$ cat src/design/cln_pkg.sv
// Types, codes and control store for the character LCD nibble sequencer.
`default_nettype none
package cln_pkg;

  localparam int MAX_LINES = 4;
  localparam int NUM_BASES = 4;
  localparam int LINE_CNT  = (MAX_LINES < NUM_BASES) ? MAX_LINES : NUM_BASES;

  localparam int PC_W  = 5;
  localparam int IDX_W = 4;
  localparam int CFG_W = 16;

  localparam logic [2:0] CMD_DATA   = 3'd0;
  localparam logic [2:0] CMD_CMD    = 3'd1;
  localparam logic [2:0] CMD_INIT   = 3'd2;
  localparam logic [2:0] CMD_CLEAR  = 3'd3;
  localparam logic [2:0] CMD_CURSOR = 3'd4;

  localparam logic [1:0] STAT_OK       = 2'd0;
  localparam logic [1:0] STAT_TEST     = 2'd1;
  localparam logic [1:0] STAT_BAD_LINE = 2'd2;
  localparam logic [1:0] STAT_UNSUP    = 2'd3;

  localparam logic [IDX_W-1:0] REG_TEST_MODE   = 4'd0;
  localparam logic [IDX_W-1:0] REG_LINE_BASE_0 = 4'd1;
  localparam logic [IDX_W-1:0] REG_LINE_BASE_1 = 4'd2;
  localparam logic [IDX_W-1:0] REG_LINE_BASE_2 = 4'd3;
  localparam logic [IDX_W-1:0] REG_LINE_BASE_3 = 4'd4;
  localparam logic [IDX_W-1:0] REG_SHORT_WAIT  = 4'd5;
  localparam logic [IDX_W-1:0] REG_LONG_WAIT   = 4'd6;
  localparam logic [IDX_W-1:0] REG_PULSE       = 4'd7;

  localparam logic [7:0] BYTE_CLEAR  = 8'h01;
  localparam logic [7:0] CURSOR_FLAG = 8'h80;
  localparam logic [7:0] SHORT_MASK  = 8'hfc;

  localparam logic [PC_W-1:0] ST_ERR  = 5'd0;
  localparam logic [PC_W-1:0] ST_BYTE = 5'd1;
  localparam logic [PC_W-1:0] ST_INIT = 5'd3;

  typedef struct packed {
    logic [2:0] cmd;
    logic [7:0] byte_value;
    logic [7:0] init_mode;
    logic [6:0] column;
    logic [2:0] line;
  } cln_in_t;

  typedef struct packed {
    logic        strobe_valid;
    logic        reg_select;
    logic [3:0]  nibble;
    logic [7:0]  enable_us;
    logic [15:0] wait_us;
    logic [1:0]  status;
    logic        last;
  } cln_out_t;

  typedef enum logic [1:0] {
    NIB_CONST,
    NIB_HI,
    NIB_LO
  } nib_sel_t;

  typedef enum logic [1:0] {
    WAIT_SHORT,
    WAIT_LONG,
    WAIT_LONG_IF_SMALL
  } wait_sel_t;

  typedef struct packed {
    logic      err;
    nib_sel_t  nib_sel;
    logic [3:0] nib;
    logic      rs_from_reg;
    wait_sel_t wait_sel;
    logic      last;
  } cln_uop_t;

  function automatic cln_uop_t cln_uop(logic err, nib_sel_t sel, logic [3:0] nib,
                                       logic rs, wait_sel_t ws, logic last);
    cln_uop_t u;
    u.err         = err;
    u.nib_sel     = sel;
    u.nib         = nib;
    u.rs_from_reg = rs;
    u.wait_sel    = ws;
    u.last        = last;
    return u;
  endfunction

  function automatic cln_uop_t cln_rom(logic [PC_W-1:0] pc);
    cln_uop_t u;
    unique case (pc)
      5'd0:    u = cln_uop(1'b1, NIB_CONST, 4'h0, 1'b0, WAIT_SHORT, 1'b1);
      5'd1:    u = cln_uop(1'b0, NIB_HI, 4'h0, 1'b1, WAIT_SHORT, 1'b0);
      5'd2:    u = cln_uop(1'b0, NIB_LO, 4'h0, 1'b1, WAIT_LONG_IF_SMALL, 1'b1);
      5'd3:    u = cln_uop(1'b0, NIB_CONST, 4'h3, 1'b0, WAIT_LONG, 1'b0);
      5'd4:    u = cln_uop(1'b0, NIB_CONST, 4'h3, 1'b0, WAIT_SHORT, 1'b0);
      5'd5:    u = cln_uop(1'b0, NIB_CONST, 4'h3, 1'b0, WAIT_SHORT, 1'b0);
      5'd6:    u = cln_uop(1'b0, NIB_CONST, 4'h2, 1'b0, WAIT_SHORT, 1'b0);
      5'd7:    u = cln_uop(1'b0, NIB_CONST, 4'h2, 1'b0, WAIT_SHORT, 1'b0);
      5'd8:    u = cln_uop(1'b0, NIB_CONST, 4'h8, 1'b0, WAIT_SHORT, 1'b0);
      5'd9:    u = cln_uop(1'b0, NIB_CONST, 4'h0, 1'b0, WAIT_SHORT, 1'b0);
      5'd10:   u = cln_uop(1'b0, NIB_CONST, 4'h8, 1'b0, WAIT_SHORT, 1'b0);
      5'd11:   u = cln_uop(1'b0, NIB_CONST, 4'h0, 1'b0, WAIT_SHORT, 1'b0);
      5'd12:   u = cln_uop(1'b0, NIB_CONST, 4'hc, 1'b0, WAIT_SHORT, 1'b0);
      5'd13:   u = cln_uop(1'b0, NIB_CONST, 4'h0, 1'b0, WAIT_SHORT, 1'b0);
      5'd14:   u = cln_uop(1'b0, NIB_CONST, 4'h6, 1'b0, WAIT_SHORT, 1'b0);
      5'd15:   u = cln_uop(1'b0, NIB_CONST, 4'h0, 1'b0, WAIT_SHORT, 1'b0);
      5'd16:   u = cln_uop(1'b0, NIB_CONST, 4'h1, 1'b0, WAIT_LONG, 1'b1);
      default: u = cln_uop(1'b1, NIB_CONST, 4'h0, 1'b0, WAIT_SHORT, 1'b1);
    endcase
    return u;
  endfunction

endpackage
`default_nettype wire

$ cat src/design/char_lcd_nibble_sequencer.sv
// Top level: request dispatch, microcoded strobe sequencer and result register.
// The first result of a request is issued once busy is set and the output is not stalled.
// Throughput: one result per cycle while the output is not stalled; a request emits 1, 2
// or 14 results, and the next request is accepted the cycle after its last result is issued.
// The step counter walks the control store one word per issued result.
// Reset: synchronous, active low; clears control state and loads register defaults.
`default_nettype none
module char_lcd_nibble_sequencer import cln_pkg::*; (
  input  wire logic             clk,
  input  wire logic             rst_n,
  input  wire logic             in_valid,
  output logic                  in_ready,
  input  wire cln_in_t          in_item,
  output logic                  out_valid,
  input  wire logic             out_ready,
  output cln_out_t              out_item,
  input  wire logic             cfg_we,
  input  wire logic [IDX_W-1:0] cfg_index,
  input  wire logic [CFG_W-1:0] cfg_wdata
);

  logic             test_mode_r, test_mode_nxt;
  logic [6:0]       line_base_r [NUM_BASES];
  logic [6:0]       line_base_nxt [NUM_BASES];
  logic [15:0]      short_wait_r, short_wait_nxt;
  logic [15:0]      long_wait_r, long_wait_nxt;
  logic [7:0]       pulse_r, pulse_nxt;

  logic             busy_r, busy_nxt;
  logic [PC_W-1:0]  pc_r, pc_nxt;
  logic [7:0]       byte_r, byte_nxt;
  logic             rs_r, rs_nxt;
  logic [1:0]       err_r, err_nxt;
  logic             out_valid_r, out_valid_nxt;
  cln_out_t         out_data_r, out_data_nxt;

  cln_uop_t         uop;
  cln_out_t         res;
  logic             issue;
  logic             accept;
  logic [7:0]       cursor_addr;
  logic             long_sel;

  assign in_ready  = !busy_r;
  assign accept    = in_valid && in_ready;
  assign out_valid = out_valid_r;
  assign out_item  = out_data_r;

  assign uop   = cln_rom(pc_r);
  assign issue = busy_r && (!out_valid_r || out_ready);

  assign cursor_addr = CURSOR_FLAG |
                       ({1'b0, line_base_r[in_item.line[1:0]]} + {1'b0, in_item.column});

  always_comb begin
    test_mode_nxt = test_mode_r;
    line_base_nxt = line_base_r;
    short_wait_nxt = short_wait_r;
    long_wait_nxt = long_wait_r;
    pulse_nxt = pulse_r;
    if (cfg_we) begin
      unique case (cfg_index)
        REG_TEST_MODE:   test_mode_nxt = cfg_wdata[0];
        REG_LINE_BASE_0: line_base_nxt[0] = cfg_wdata[6:0];
        REG_LINE_BASE_1: line_base_nxt[1] = cfg_wdata[6:0];
        REG_LINE_BASE_2: line_base_nxt[2] = cfg_wdata[6:0];
        REG_LINE_BASE_3: line_base_nxt[3] = cfg_wdata[6:0];
        REG_SHORT_WAIT:  short_wait_nxt = cfg_wdata;
        REG_LONG_WAIT:   long_wait_nxt = cfg_wdata;
        REG_PULSE:       pulse_nxt = cfg_wdata[7:0];
        default: ;
      endcase
    end
  end

  always_comb begin
    unique case (uop.wait_sel)
      WAIT_LONG:          long_sel = 1'b1;
      WAIT_LONG_IF_SMALL: long_sel = !rs_r && ((byte_r & SHORT_MASK) == 8'h00);
      default:            long_sel = 1'b0;
    endcase
    res = '0;
    if (uop.err) begin
      res.status = err_r;
      res.last   = 1'b1;
    end else begin
      res.strobe_valid = 1'b1;
      res.reg_select   = uop.rs_from_reg ? rs_r : 1'b0;
      unique case (uop.nib_sel)
        NIB_HI:  res.nibble = byte_r[7:4];
        NIB_LO:  res.nibble = byte_r[3:0];
        default: res.nibble = uop.nib;
      endcase
      res.enable_us = pulse_r;
      res.wait_us   = long_sel ? long_wait_r : short_wait_r;
      res.status    = STAT_OK;
      res.last      = uop.last;
    end
  end

  always_comb begin
    busy_nxt      = busy_r;
    pc_nxt        = pc_r;
    byte_nxt      = byte_r;
    rs_nxt        = rs_r;
    err_nxt       = err_r;
    out_valid_nxt = out_valid_r;
    out_data_nxt  = out_data_r;

    if (issue) begin
      out_valid_nxt = 1'b1;
      out_data_nxt  = res;
      if (uop.last) begin
        busy_nxt = 1'b0;
      end else begin
        pc_nxt = pc_r + PC_W'(1);
      end
    end else if (out_ready) begin
      out_valid_nxt = 1'b0;
    end

    if (accept) begin
      busy_nxt = 1'b1;
      rs_nxt   = 1'b0;
      byte_nxt = in_item.byte_value;
      err_nxt  = STAT_OK;
      pc_nxt   = ST_BYTE;
      if (test_mode_r) begin
        err_nxt = STAT_TEST;
        pc_nxt  = ST_ERR;
      end else begin
        unique case (in_item.cmd)
          CMD_DATA:  rs_nxt = 1'b1;
          CMD_CMD:   rs_nxt = 1'b0;
          CMD_INIT: begin
            if (in_item.init_mode != 8'h00) begin
              err_nxt = STAT_UNSUP;
              pc_nxt  = ST_ERR;
            end else begin
              pc_nxt = ST_INIT;
            end
          end
          CMD_CLEAR: byte_nxt = BYTE_CLEAR;
          CMD_CURSOR: begin
            if (int'(in_item.line) >= LINE_CNT) begin
              err_nxt = STAT_BAD_LINE;
              pc_nxt  = ST_ERR;
            end else begin
              byte_nxt = cursor_addr;
            end
          end
          default: begin
            err_nxt = STAT_UNSUP;
            pc_nxt  = ST_ERR;
          end
        endcase
      end
    end
  end

  always_ff @(posedge clk) begin
    if (!rst_n) begin
      test_mode_r    <= 1'b0;
      line_base_r[0] <= 7'd0;
      line_base_r[1] <= 7'd64;
      line_base_r[2] <= 7'd20;
      line_base_r[3] <= 7'd84;
      short_wait_r   <= 16'd40;
      long_wait_r    <= 16'd2000;
      pulse_r        <= 8'd1;
      busy_r         <= 1'b0;
      pc_r           <= ST_ERR;
      out_valid_r    <= 1'b0;
    end else begin
      test_mode_r  <= test_mode_nxt;
      line_base_r  <= line_base_nxt;
      short_wait_r <= short_wait_nxt;
      long_wait_r  <= long_wait_nxt;
      pulse_r      <= pulse_nxt;
      busy_r       <= busy_nxt;
      pc_r         <= pc_nxt;
      out_valid_r  <= out_valid_nxt;
    end
  end

  always_ff @(posedge clk) begin
    byte_r     <= byte_nxt;
    rs_r       <= rs_nxt;
    err_r      <= err_nxt;
    out_data_r <= out_data_nxt;
  end

endmodule
`default_nettype wire

$ cat config.mk
export PLATFORM = sky130hd
export DESIGN_NAME = char_lcd_nibble_sequencer
export DESIGN_NICKNAME = d
export VERILOG_FILES = /design/src/design/cln_pkg.sv /design/src/design/char_lcd_nibble_sequencer.sv
export SDC_FILE = /design/constraint.sdc
export NUM_CORES = 1
export LEC_CHECK = 0
export BUFFER_PORTS_ARGS = -buffer_cell sky130_fd_sc_hd__buf_4
export CORE_MARGIN = 5
export CORE_UTILIZATION = 30
export DETAILED_ROUTE_END_ITERATION = 12
export SLEW_MARGIN = 20
export SYNTH_ARGS = -nofsm -noshare
export SYNTH_HDL_FRONTEND = slang
export SYNTH_SLANG_ARGS = --single-unit
$ cat constraint.sdc
create_clock -name clk -period 3.1 [get_ports clk]
set_clock_uncertainty 0.05 [all_clocks]
set_input_delay 0 -clock clk [delete_from_list [all_inputs] [get_ports clk]]
set_output_delay 0 -clock clk [all_outputs]
set_load 0.01 [all_outputs]
==> results of run 1 <==
## cell families after synthesis
| kind of cell | synth area share (%) |
|---|---|
| muxes | 12.53 |
| adders and majority gates | 3.656 |
| AOI/OAI and AO/OA | 8.679 |
| buffers and inverters | 2.996 |
| DFF | 53.57 |
| xor gates and xnor gates | 0.7711 |
| and+or+nand+nor | 17.80 |
## synth_stat cells (10+ instances only)
library cell / number
a21oi_1: 37
clkbuf_1: 22
dfxtp_1: 86
edfxtp_1: 44
ha_1: 15
inv_1: 12
mux2i_1: 54
nand2_1: 85
nand3_1: 11
nor2_1: 64
nor2b_1: 11
o21ai_0: 10
## cells in the final DEF, fill, tap and decap left out, types with 2 or more instances in the layout
cell type,count
nand2_1,85
or3b_2,2
or2_2,2
nor3b_1,3
nor4_1,6
dfxtp_1,86
clkinv_2,3
clkinvlp_4,4
xor2_1,3
o21ai_0,10
clkinv_1,4
edfxtp_1,44
nor3b_2,2
buf_4,99
mux4_2,7
nor2_1,63
inv_1,11
dlygate4sd3_1,41
clkbuf_8,3
nor2b_1,11
a22oi_1,4
and2_1,6
a21o_1,3
ha_1,15
nand3_1,11
a22o_1,6
and3_1,3
a211oi_1,4
nor3_1,5
mux2i_1,54
nor4b_1,2
xnor2_1,2
a21oi_1,37
nand3b_1,4
clkbuf_16,18
nand2b_1,4
o31ai_1,3
## worst paths after layout
kind                     from          endpoint  slack, ns  cells past startpoint
min reg2reg  short_wait_r[14]  short_wait_r[14]       0.41                      2
max reg2reg    line_base_r[0]         byte_r[6]       0.48                      8
min                in_item[4]         byte_r[1]       0.03                      3
max            line_base_r[0]         byte_r[6]       0.48                      8
## worst register-to-register path: cells and delay by family (launching register included)
kind            cells  cell delay, ns
compound gates      4            0.81
xor+xnor            1            0.09
fa+ha+maj           2            0.65
flops               1            0.31
mux                 1            0.46
## stage by stage
step	cells	power [mW]
2_1_floorplan	549	2.063
3_3_place_gp	852	2.234
3_5_place_dp	852	2.243
4_1_cts	925	4.109
5_1_grt	925	4.223
6_report	925	4.070
## layer usage
layer | part of all wire [%] | up-vias | routed length (µm) | global-route usage, %
li1 | - | 2182 | - | -
met1 | 41 | 2084 | 5994 | 15.43
met2 | 51 | 112 | 7490 | 24.16
met3 | 4.2 | 41 | 620 | 3.158
met4 | 3.5 | 0 | 513 | 7.782
met5 | 0 | - | 0 | 0
## report_power, final
part / total [mW] / internal (mW) / switching [mW]
Sequential: 1.86 / 1.83 / 0.0292
Combinational: 0.385 / 0.185 / 0.200
Clock: 1.83 / 1.12 / 0.708
Total: 4.07 / 3.13 / 0.937
## flip-flops by register name, summed over array words and instances (netlist names)
name          flops
out_valid         1
pc_r              5
test_mode_r       1
out_item         33
pulse_r           8
busy_r            1
err_r             2
long_wait_r      16
short_wait_r     16
uop              10
byte_r            8
line_base_r      28
rs_r              1
## final cells by class
type	count	share of cell area (%)
Clock buffer	22	6.544
Clock inverter	10	0.7437
Inverter	12	0.5949
Multi-Input combinational cell	377	32.82
Sequential cell	130	40.19
Tap cell	234	3.867
Timing Repair Buffer	140	15.24
## timing repair
item | 4_1_cts | 5_1_grt
hold endpoints to repair | 83 | 0
hold buffers | 41 | 0
resized for setup | 0 | 0
==> metrics.cfg, run 1 <==
[critical_path]
cp_slowest_stage_delay_ns=0.46
path_buf_inv=0
critPathCaptureType=flop
critPathTopFamily=compound AO/OA/AOI/OAI gates
worst_ep_required_time_ns=3.21
worst_ep_arrival_time_ns=2.73
start_kind=flop
cp_slowest_cell=mux4_2
critPathKind=flop to flop
path_cells=mux4_2 -> ha_1 -> fa_1 -> a211oi_1 -> o21ai_0 -> a21oi_1 -> xnor2_1 -> a22o_1
crit_fanout=3

[synth]
syn_area_mm2=0.005680
avgSynthCellArea_um2=10.35
synth_top_area_share_pct=30.31
ys_seq_area_share_pct=53.57
ys_ff_latch=130
ys_warn_count=0
ys.flop_type=dfxtp_1
synthCells=549
syn-num-nets=619
synth_area_leader_cell=dfxtp_1
synthArstFlopShare_pct=0
synth_area_leaders=dfxtp_1, edfxtp_1, mux2i_1, nand2_1, nor2_1
synth_edf_count=44
synthDistinctLibCells=52

[sta]
period_share_pct=84.48
rsz0062_at_grt=no
setup_tns_ns=0
max-slew-margin-rel_pct=37.61
max_freq_ghz=0.3818
fin_ws_ns=0.4810
drv_slew=0
worst_pin_slew_ns=0.9339
whs_ns=0.03312
finalHoldViolCount=0
setup_violations=0
finalCriticalPeriod_ns=2.619

[die]
io_pins=89
rows=50
die_y_um=147.6
die_w_um=147.6
start_util_pct=30.37
dieArea_mm2=0.02179
core_area_mm2=0.01871

[global_route]
grt_max_degree=33
grt_usage_pct=13.80
grt_pass1_vias=4743
grt_pass1_wl_mm=23.76
overflow=0
antenna_found_initial=0

[routing]
via_count=4419
route.detailed.drc=0
first_pass_iters=4
drt_iter0_markers=310
vias_per_cell=4.777
antenna_left=0
routed_wl_mm=14.62
wl_per_cell_um=15.80

[cells_and_area]
area_growth_pct=33.28
drive_above_1_share_pct=21.42
fillers=1770
seq_area_mm2=0.003043
diodes=0
multiInputGateArea_mm2=0.002485
stdcell_area_mm2=0.007571
nNetsFinal=748
post-route-util_pct=40.47

[clocking]
cts.clk_slew.worst_paths_ns=0.05
insertion_delay_ns=0.42
cts.sinks=130
cts_made_buffers=17
cts_setup_buffers=0
clockRootBuffer=clkbuf_16
cts_tree=yes
clk_path_buf_depth=2
cts_max_level=4

[power]
power.density_mw_per_mm2=537.6
p_leak_nw=2.969
peakVddDrop_mv=0.3948

[hold_path]
hp-class=input pin to flop

[placed_design]
gp_congestion=0.8188
place.detailed.hpwl_mm=10.09
io_buffer_count=88
placed_area_mm2=0.006609
place_ws_ns=0.4886

[run]
drv_cap=0

[run_status]
status=finished clean

Note: power is estimated with default switching activity, not from simulation.
==> inputs of run 2 (changes only) <==
==> constraint.sdc (replaced) <==
create_clock -name clk -period 2.25 [get_ports clk]
set_clock_uncertainty 0.05 [all_clocks]
set_input_delay 0 -clock clk [delete_from_list [all_inputs] [get_ports clk]]
set_output_delay 0 -clock clk [all_outputs]
set_load 0.01 [all_outputs]
==> metrics.cfg, run 2 (synthesis results as in run 1) <==
[critical_path]
crit_fanout=2  ; -1
r2r_start=line_base_r[0]
start_kind=flop
rr_endpoint=byte_r[6]
cp_slowest_stage_delay_ns=0.50  ; +0.04 ns
cp_slowest_cell=mux4_2
worst_ep_required_time_ns=2.37  ; -0.84 ns
rrSetupSlack_ns=-0.15  ; -0.63 ns
critPathCaptureType=flop
critPathTopFamily=compound AO/OA/AOI/OAI gates
path_cells=mux4_2 -> ha_4 -> fa_2 -> a211oi_2 -> o21ai_1 -> a21oi_2 -> xnor2_1 -> a22o_1
crit_start=line_base_r[0]
r2r_cells=8  ; unchanged
worst_ep_arrival_time_ns=2.52  ; -0.21 ns
path_buf_inv=0  ; unchanged
critPathKind=flop to flop

[sta]
fin_ws_ns=-0.1466  ; -0.6276 ns
rsz0062_at_grt=yes
worst_pin_slew_ns=0.7001  ; -0.2338 ns
max-slew-margin-rel_pct=53.23  ; +16 points
finalCriticalPeriod_ns=2.397  ; -0.2224 ns
setup_tns_ns=-0.2056  ; -0.2056 ns
max_freq_ghz=0.4173  ; +9.3%
period_share_pct=106.5  ; +22 points
finalHoldViolCount=0  ; unchanged
setup_violations=2  ; +2
drv_slew=0  ; unchanged

[clocking]
cts_made_buffers=17  ; unchanged
clk_path_buf_depth=2  ; unchanged
cts.clk_slew.worst_paths_ns=0.06  ; about the same
cts_max_level=4  ; unchanged
cts_tree=yes
insertion_delay_ns=0.42  ; about the same
cts.sinks=130  ; unchanged
clockRootBuffer=clkbuf_16

[run_status]
status=complete, but fails checks
violations=setup timing

[cells_and_area]
post-route-util_pct=42.03  ; +1.6 points
multiInputGateArea_mm2=0.002557  ; +2.9%
diodes=0  ; unchanged
area_growth_pct=38.41
fillers=1781  ; +0.62%
seq_area_mm2=0.003044  ; about the same
largest_reg_flops=33  ; unchanged
nNetsFinal=771  ; +3.1%
layout_common_cells=buf_4, dfxtp_1, nand2_1, nor2_1, mux2i_1
final_common_cell=buf_4
drive_above_1_share_pct=26.19  ; +4.8 points

[power]
power.density_mw_per_mm2=721.9  ; +34%
p_leak_nw=3.112  ; +4.8%
peakVddDrop_mv=0.5602  ; +42%
power_mw=5.676  ; +39%

[routing]
wl_per_cell_um=15.59  ; -1.3%
first_pass_iters=7  ; +3
antenna_left=0  ; unchanged
routed_wl_mm=14.78  ; +1.1%
via_count=4507  ; +2.0%
drt_iter0_markers=240  ; -23%
vias_per_cell=4.754  ; -0.48%
route.detailed.drc=0  ; unchanged

[hold_path]
hp-class=input pin to flop
min-delay-start=in_item[9]
holdPathEnd=byte_r[6]
min_path_cells=4  ; +1

[placed_design]
gp_congestion=0.8324  ; +1.7%
place.detailed.hpwl_mm=10.27  ; +1.7%
io_buffer_count=88  ; unchanged

[die]
rows=50  ; unchanged
core_area_mm2=0.01871  ; unchanged
die_w_um=147.6  ; unchanged
io_pins=89  ; unchanged
dieArea_mm2=0.02179  ; unchanged
start_util_pct=30.37  ; unchanged
die_y_um=147.6  ; unchanged

[global_route]
grt_pass1_wl_mm=23.89  ; +0.52%
antenna_found_initial=0  ; unchanged
overflow=0  ; unchanged
grt_usage_pct=13.83  ; +0.034 points
grt_pass1_vias=4817  ; +1.6%
grt_max_degree=56  ; +70%

[run]
drv_cap=0  ; unchanged

[run 2: cell types whose count changed in the layout (fill, tap and decap cells not counted), moves of 2 or more]
cell,before,now
o21ai_1,0,2
buf_12,0,3
clkinv_2,3,5
a21oi_1,37,35
buf_4,99,117
o21ai_0,10,8
clkinv_1,4,1
a21oi_2,0,2
a211oi_1,4,1
a211oi_2,0,3
[run 2: area by class of cell]
cell class | count | area share (%)
clock buffers | 23 | 6.349
multi-input cells | 377 | 32.53
flip-flops and latches | 130 | 38.72
well taps | 234 | 3.724
repair buffers | 163 | 17.43
clock inverters | 9 | 0.6843
inverters | 12 | 0.5729
[run 2: through the flow]
step,setup slack (ns),instance area (µm²),hold slack (ns),cells
3_3_place_gp,-0.1560,6797,0.1760,871
6_report,-0.1466,7863,0.02133,948
4_1_cts,-0.1380,7799,0.01220,946
5_1_grt,-0.2188,7863,0.04868,948
2_1_floorplan,-0.07717,5690,0.07397,549
3_5_place_dp,-0.1807,6797,0.1898,871
[run 2: worst max-delay path by stage]
stage / to / cells after the start
final: byte_r[6] / 8
after global routing: byte_r[6] / 8
after CTS: byte_r[6] / 8
after detailed placement: byte_r[6] / 8
after global placement: byte_r[6] / 8
after floorplan: byte_r[6] / 8
[run 2: timing repair]
action                                  CTS  global route
gates cloned                              0             0
pin swaps                                 3             7
endpoints found under the hold margin    82             0
hold buffers                             42             0
endpoints found under the setup margin    3            16
setup buffers                             1             3
gates resized for setup                   6            12
[run 2: power breakdown]
| group | internal (mW) | switching [mW] | leakage (nW) |
|---|---|---|---|
| Clock | 1.55 | 0.985 | 0.270 |
| Sequential | 2.52 | 0.0403 | 1.11 |
| Combinational | 0.289 | 0.291 | 1.73 |
[run 2: tightest hold or removal path, stage by stage]
cell and delay [ns]:
buf_4 0.08, xor2_1 0.06, xnor2_1 0.12, a22o_1 0.11
[run 2: metal layers]
layer	track usage [%]	part of all wire, %	vias up
met5	0	0	-
met1	16.82	43	2142
li1	-	-	2227
met3	2.851	4.2	24
met2	23.90	51	114
met4	5.638	2.2	0
